**config.mk**
```make
export PLATFORM = sky130hd
export DESIGN_NAME = vps_regs
export DESIGN_NICKNAME = d
export VERILOG_FILES = /design/src/hw/rtl/vps_pkg.sv /design/src/hw/rtl/vps_regs.sv
export SDC_FILE = /design/constraint.sdc
export NUM_CORES = 2
export LEC_CHECK = 0
export BUFFER_PORTS_ARGS = -buffer_cell sky130_fd_sc_hd__buf_2
export CAP_MARGIN = 15
export CORE_MARGIN = 2
export CORE_UTILIZATION = 55
export DETAILED_ROUTE_END_ITERATION = 7
export GPL_TIMING_DRIVEN = 0
export HOLD_SLACK_MARGIN = 0.1
export PLACE_DENSITY = 0.73
export SKIP_CTS_REPAIR_TIMING = 1
export SYNTH_ARGS = -nofsm -noshare
export SYNTH_HDL_FRONTEND = slang
export SYNTH_SLANG_ARGS = --single-unit
```
**constraint.sdc**
```tcl
create_clock -name clk -period 9.54 [get_ports clk]
set_clock_uncertainty 0.05 [all_clocks]
set_input_delay 1.908 -clock clk [delete_from_list [all_inputs] [get_ports clk]]
set_output_delay 1.908 -clock clk [all_outputs]
set_load 0.01 [all_outputs]
```
**src/hw/rtl/vps_pkg.sv**
```systemverilog
`default_nettype none

package vps_pkg;

  // lane pipeline depth, output register not counted
  localparam int unsigned NSTG = 7;

  // floor(x / 10) = (x * DIV10_MUL) >> DIV10_SHIFT for any x below 2^32
  localparam logic [31:0] DIV10_MUL   = 32'hCCCC_CCCD;
  localparam int unsigned DIV10_SHIFT = 35;

  // 1.0 in Q8.24, wide enough for the wall compares
  localparam logic signed [35:0] Q_ONE = 36'sd16777216;

  localparam logic [15:0] DAMP_RESET = 16'd10240;

  typedef enum logic [1:0] {
    REG_GRAV_X    = 2'd0,
    REG_GRAV_Y    = 2'd1,
    REG_TIME_STEP = 2'd2,
    REG_DAMPING   = 2'd3
  } reg_idx_t;

  typedef struct packed {
    logic signed [31:0] grav_x;
    logic signed [31:0] grav_y;
    logic        [15:0] damping;
    logic        [31:0] dt2;
  } cfg_t;

endpackage

`default_nettype wire

```
**src/hw/rtl/vps_regs.sv**
```systemverilog
`default_nettype none

module vps_regs (
  input  logic               clk,
  input  logic               rst,
  input  logic               psel,
  input  logic               penable,
  input  logic               pwrite,
  input  logic [3:0]         paddr,
  input  logic [31:0]        pwdata,
  output logic [31:0]        prdata,
  output logic               pready,
  output vps_pkg::cfg_t      cfg
);
  import vps_pkg::*;

  logic signed [31:0] grav_x;
  logic signed [31:0] grav_y;
  logic        [31:0] time_step;
  logic        [15:0] damping;
  logic        [31:0] dt2;
  logic        [63:0] ts_sq;
  logic               wr;
  reg_idx_t           idx;

  assign pready = 1'b1;
  assign wr     = psel & penable & pwrite;
  assign idx    = reg_idx_t'(paddr[3:2]);
  assign ts_sq  = 64'(time_step) * 64'(time_step);

  always_ff @(posedge clk) begin
    if (rst) begin
      grav_x    <= '0;
      grav_y    <= '0;
      time_step <= '0;
      damping   <= DAMP_RESET;
      dt2       <= '0;
    end else begin
      // dt squared follows the time step in the next cycle
      dt2 <= ts_sq[63:32];
      if (wr) begin
        unique case (idx)
          REG_GRAV_X:    grav_x    <= pwdata;
          REG_GRAV_Y:    grav_y    <= pwdata;
          REG_TIME_STEP: time_step <= pwdata;
          REG_DAMPING:   damping   <= pwdata[15:0];
          default:       ;
        endcase
      end
    end
  end

  always_comb begin
    unique case (idx)
      REG_GRAV_X:    prdata = grav_x;
      REG_GRAV_Y:    prdata = grav_y;
      REG_TIME_STEP: prdata = time_step;
      REG_DAMPING:   prdata = {16'd0, damping};
      default:       prdata = '0;
    endcase
  end

  assign cfg.grav_x  = grav_x;
  assign cfg.grav_y  = grav_y;
  assign cfg.damping = damping;
  assign cfg.dt2     = dt2;

endmodule

`default_nettype wire

```
## After elaboration in Yosys (flattened, before gate mapping)

Index checks and enable logic that the tools add are counted.

| word-level totals | value |
|---|---|
| flip-flop bits (word level) | 144 |
| input bits | 41 |
| output and inout bits | 145 |
| logic and storage cells | 17 |

| operators by class | value |
|---|---|
| multiply operators | 1 |
| equal/unequal tests | 3 |
| muxes and demuxes | 1 |
| bitwise logic cells | 2 |
| reductions and logical operators | 5 |

Operator list:

| kind | number |
|---|---|
| $pmux W32 S4 | 1 |
| $mul A32 B32 Y64 | 1 |
| $reduce_and A2 Y1 | 4 |
| $eq A2 B2 Y1 const B | 2 |
| $and A1 B1 Y1 | 2 |
| $eq A2 B1 Y1 const B | 1 |
| $logic_not A2 Y1 | 1 |

## Longest topological paths before layout

| logic depth | value |
|---|---|
| depth in word-level cells | 3 |
| depth in mapped cells | 28 |
| gate-level depth less buffers | 25 |

## Worst setup path before layout

No wires, ideal clock.

| timing path | value |
|---|---|
| kind | reg2reg |
| start | register time_step[19] |
| end | register dt2[28] |
| setup time | 0.123 ns |
| data arrival time | 6.998 ns |
| data required time | 9.367 ns |
| setup slack | 2.368 ns |
| cell stages (with the launch flop) | 26 |
| path buffers | 3 |
| period minus slack after synthesis | 7.172 ns |
| cells stage by stage | dfxtp_1 > clkbuf_1 > clkbuf_1 > nand2_1 > fa_1 > inv_1 > fa_1 > inv_1 > fa_1 > fa_1 > inv_1 > fa_1 > fa_1 > fa_1 > inv_1 > fa_1 > inv_1 > ha_1 > buf_2 > and3_1 > nand2_1 > or3_2 > o221ai_4 > a21o_1 > a31oi_1 > mux2_1 |

| on the way | value |
|---|---|
| cells in the longest elaborated chain, start to end | 1 |

Ends and longest elaborated chain:

| what | RTL line | RTL |
|---|---|---|
| from (decl) | vps_regs.sv:19 | `logic [31:0] time_step;` |
| from (signal assigned) | vps_regs.sv:45 | `REG_TIME_STEP: time_step <= pwdata;` |
| $mul A32 B32 Y64 | vps_regs.sv:29 | `assign ts_sq = 64'(time_step) * 64'(time_step);` |
| to (signal assigned) | vps_regs.sv:40 | `dt2 <= ts_sq[63:32];` |
| to (decl) | vps_regs.sv:21 | `logic [31:0] dt2;` |

No other way between the ends.
A chain may end at the register's enable or synchronous reset.

## Worst setup path in the final report

| timing path | value |
|---|---|
| start | register time_step[15] |
| end | register dt2[26] |

Same word-level chain as after synthesis.

==> impl_results.md <==
- Status: complete, no violations
- Fin. max-slew vios: 0
- Root Buffer: clkbuf_16
- LEAKAGE: a little over 0.02 uW
- Post-synth net total: 4960
- Final hold slack: 414 ps
- Critical Path RT: 9840 ps
- Die width: 255 um
- Die H: 255 um
- Pwr per Cell Area: 38.8 nW/um2
- FFs w/ async S/R, synth: 0%
- Area of the die: 65200 um2
- Worst setup SP type: register
- Gpl congestion: 1.05
- Fill cell count: 5505
- Syn_area_per_cell: 9.08 um2
- Global Route Usage Sum: a little over a third
- Share of layout cells above drive strength 1: 7.17%
- Synth Register Bits: 144
- Final setup fails: 0
- Wirelength per Cell: roughly 24 um
- Area post-placement: 36700 um2
- Commonest non-fill, non-tap cells in the layout: inv_1 (987), fa_1 (791), nand2_1 (531), ha_1 (298), and2_1 (233)
- Largest net degree at the start of global routing: 17
- CTS buffer count: 17
- Minimum clock period: between 9000 and 10000 ps
- Reg2reg path depth: 25
- Top cells by area, synth: fa_1 (46%), ha_1 (11%), inv_1 (11%)
- Detail Route Antenna Nets: 0
- Setup TNS: 0 ps
- Initial DRC Count: 2803
- Longest Clk Path Bufs: 2
- Hold crit path type: register to register
- Synth top area share: 45.5%
- EDFF count, synth: 0
- Initial core utilization: 55.4%
- Slew HR: around 14%
- Synth cell types: 72
- Complex-gate fraction of the synthesized area: under 10%
- Cell accounting for the most synthesized area: fa_1
- Routed vias: 27900
- YS warnings: 0
- Maximum fanout along the worst path: 10
- Simple-gate share of the synthesized area: 13.1%
- Core Region: 62700 um2
- Worst vdd ir: approximately 120 uV
- Max Fclk: 0.105 GHz
- Crit Path Class: register to register
- Sequential fraction of the synthesis area: 8.29%
- Vias per std cell: 5.69
- Number of global-route vias before repair: 29300
- Most used DFF post-synth: dfxtp_1
- Largest family of logic cells by synthesized area: adder cells
- Area grow syn2layout: 7.43%
- Nets@finish: 5160
- DP Wirelength: approximately 96 mm
- Hold Fails Final Rpt: 0
- I/O pin cnt: between 150 and 200
- Most common cell after layout, fill and taps aside: inv_1
- Design Area, Final: 37300 um2
- Fin util: approximately 60%
- Post-Synth XOR/XNOR Area: roughly 1.6%
- GRT Residual Overflow: 0
- Number of remaining DRC errors: 0
- Final period util: 99.8%
- Post-synthesis adder-cell area fraction: 56.3%
- Final WL: 117 mm
- CTS tree: done
- H-tree levels: 4
- Synth Cell Area: 34800 um2
- First-pass GRT wire length: 177 mm
- Post-synthesis mux area share: 1.91%
- Synth Instances: 3830
- TritonCTS Sinks: 144
- Worst Tran Pin Value: 1290 ps
- RSZ-0062 raised after global routing: false
- CTS clk-pin slew, worst paths: ~60 ps
- Worst hold path depth: 2
- Crit path DAT: 9820 ps
- Tot Pwr: 1450 uW
- Row cnt: 92
- Crit end category: register
- Port Buffer Count: around 180
- Initial antenna violation count: 6
- Max-cap violations: 0
- Drt first pass iters: 6
- Clock Latency Late Sink: about 460 ps
-- synthesized netlist by cell type (3+ instances only) --
master,instances
o21ai_2,3
a31oi_1,10
xnor2_1,29
ha_1,298
buf_4,3
a21o_1,30
o21ai_0,46
a21oi_1,180
a211oi_1,4
o21a_1,14
nand4_1,24
a31o_2,12
and3_1,11
o31ai_1,5
buf_1,6
o21bai_1,13
o22ai_1,4
nand2_1,531
a21boi_1,3
mux4_2,16
inv_1,987
mux2_2,8
nand3_1,17
mux2_1,3
nor3b_1,3
nor2b_1,14
xor2_1,33
mux2i_1,18
nor4_1,3
o211ai_1,6
or2_2,5
buf_2,5
dfxtp_1,144
nor3_1,24
fa_1,791
nor2_1,86
clkbuf_1,161
and2_1,233
nand3b_1,3
-- layer usage --
layer  share of wire [%]  vias up  track usage, %
met1                  36    13800            46.0
li1                    -    11800               -
met5               0.032        -               0
met3                  13      455            11.0
met4                 7.1        6            21.8
met2                  44     1845            56.3
-- kinds of logic (layout without fill, tap and decap cells) --
kind of cell,after synthesis,in the layout
buf+inv,1165,1377
fa+ha+maj,1089,1089
simple gates,970,970
compound gates,354,354
flops,144,144
xor+xnor,62,62
mux,45,45
other cells,1,5
-- final timing paths --
kind              slack, ps   endpoint           from
hold / removal          410  grav_y[7]      grav_y[7]
setup reg to reg         20    dt2[26]  time_step[15]
setup / recovery         20    dt2[26]  time_step[15]
hold reg to reg         410  grav_y[7]      grav_y[7]
-- registers in the layout, summed over array words and instances (netlist names) --
| signal | flops |
|---|---|
| dt2 | 32 |
| grav_x | 32 |
| grav_y | 32 |
| time_step | 32 |
| damping | 16 |
-- power by group --
group	internal (uW)	leakage, uW	switching (uW)
logic	43.7	0.0191	115
registers	608	0.00116	9.09
clock network	364	0.000279	310
total	1020	0.0206	434
-- area by class of cell --
class / instances / area, um2 / share of cell area [%]
plain buffers: 176 / 731 / 1.96
clock buffers: 18 / 429 / 1.15
diodes: 4 / 10.0 / 0.0268
repair buffers: 182 / 911 / 2.44
clock inverters: 13 / 133 / 0.355
inverters: 988 / 3710 / 9.94
multi-input cells: 2521 / 27500 / 73.6
well taps: 846 / 1060 / 2.83
flip-flops and latches: 144 / 2880 / 7.72
-- metrics by stage --
stage               std cells  setup WS, ps
floorplan                3830          2370
global placement         4858           138
detailed placement       4858         0.742
CTS                      4889          1.25
global route             4888          22.5
finish                   4892          23.1
-- worst max-delay path: stages, from the launching register on --
cell and delay (ps):
dfxtp_1 560, clkdlybuf4s15_1 840, clkbuf_2 560, nand2_1 210, fa_1 580, inv_1 50
fa_1 450, fa_1 530, inv_1 50, fa_1 490, inv_1 50, fa_1 550
fa_1 450, fa_1 500, inv_1 50, fa_1 350, inv_1 70, ha_1 380
a21oi_1 540, o21ai_0 190, a21oi_1 510, nand4_1 190, o21ai_2 490, o21bai_2 150
a21boi_1 200, mux2_2 350
(Power assumes the default switching activity.)
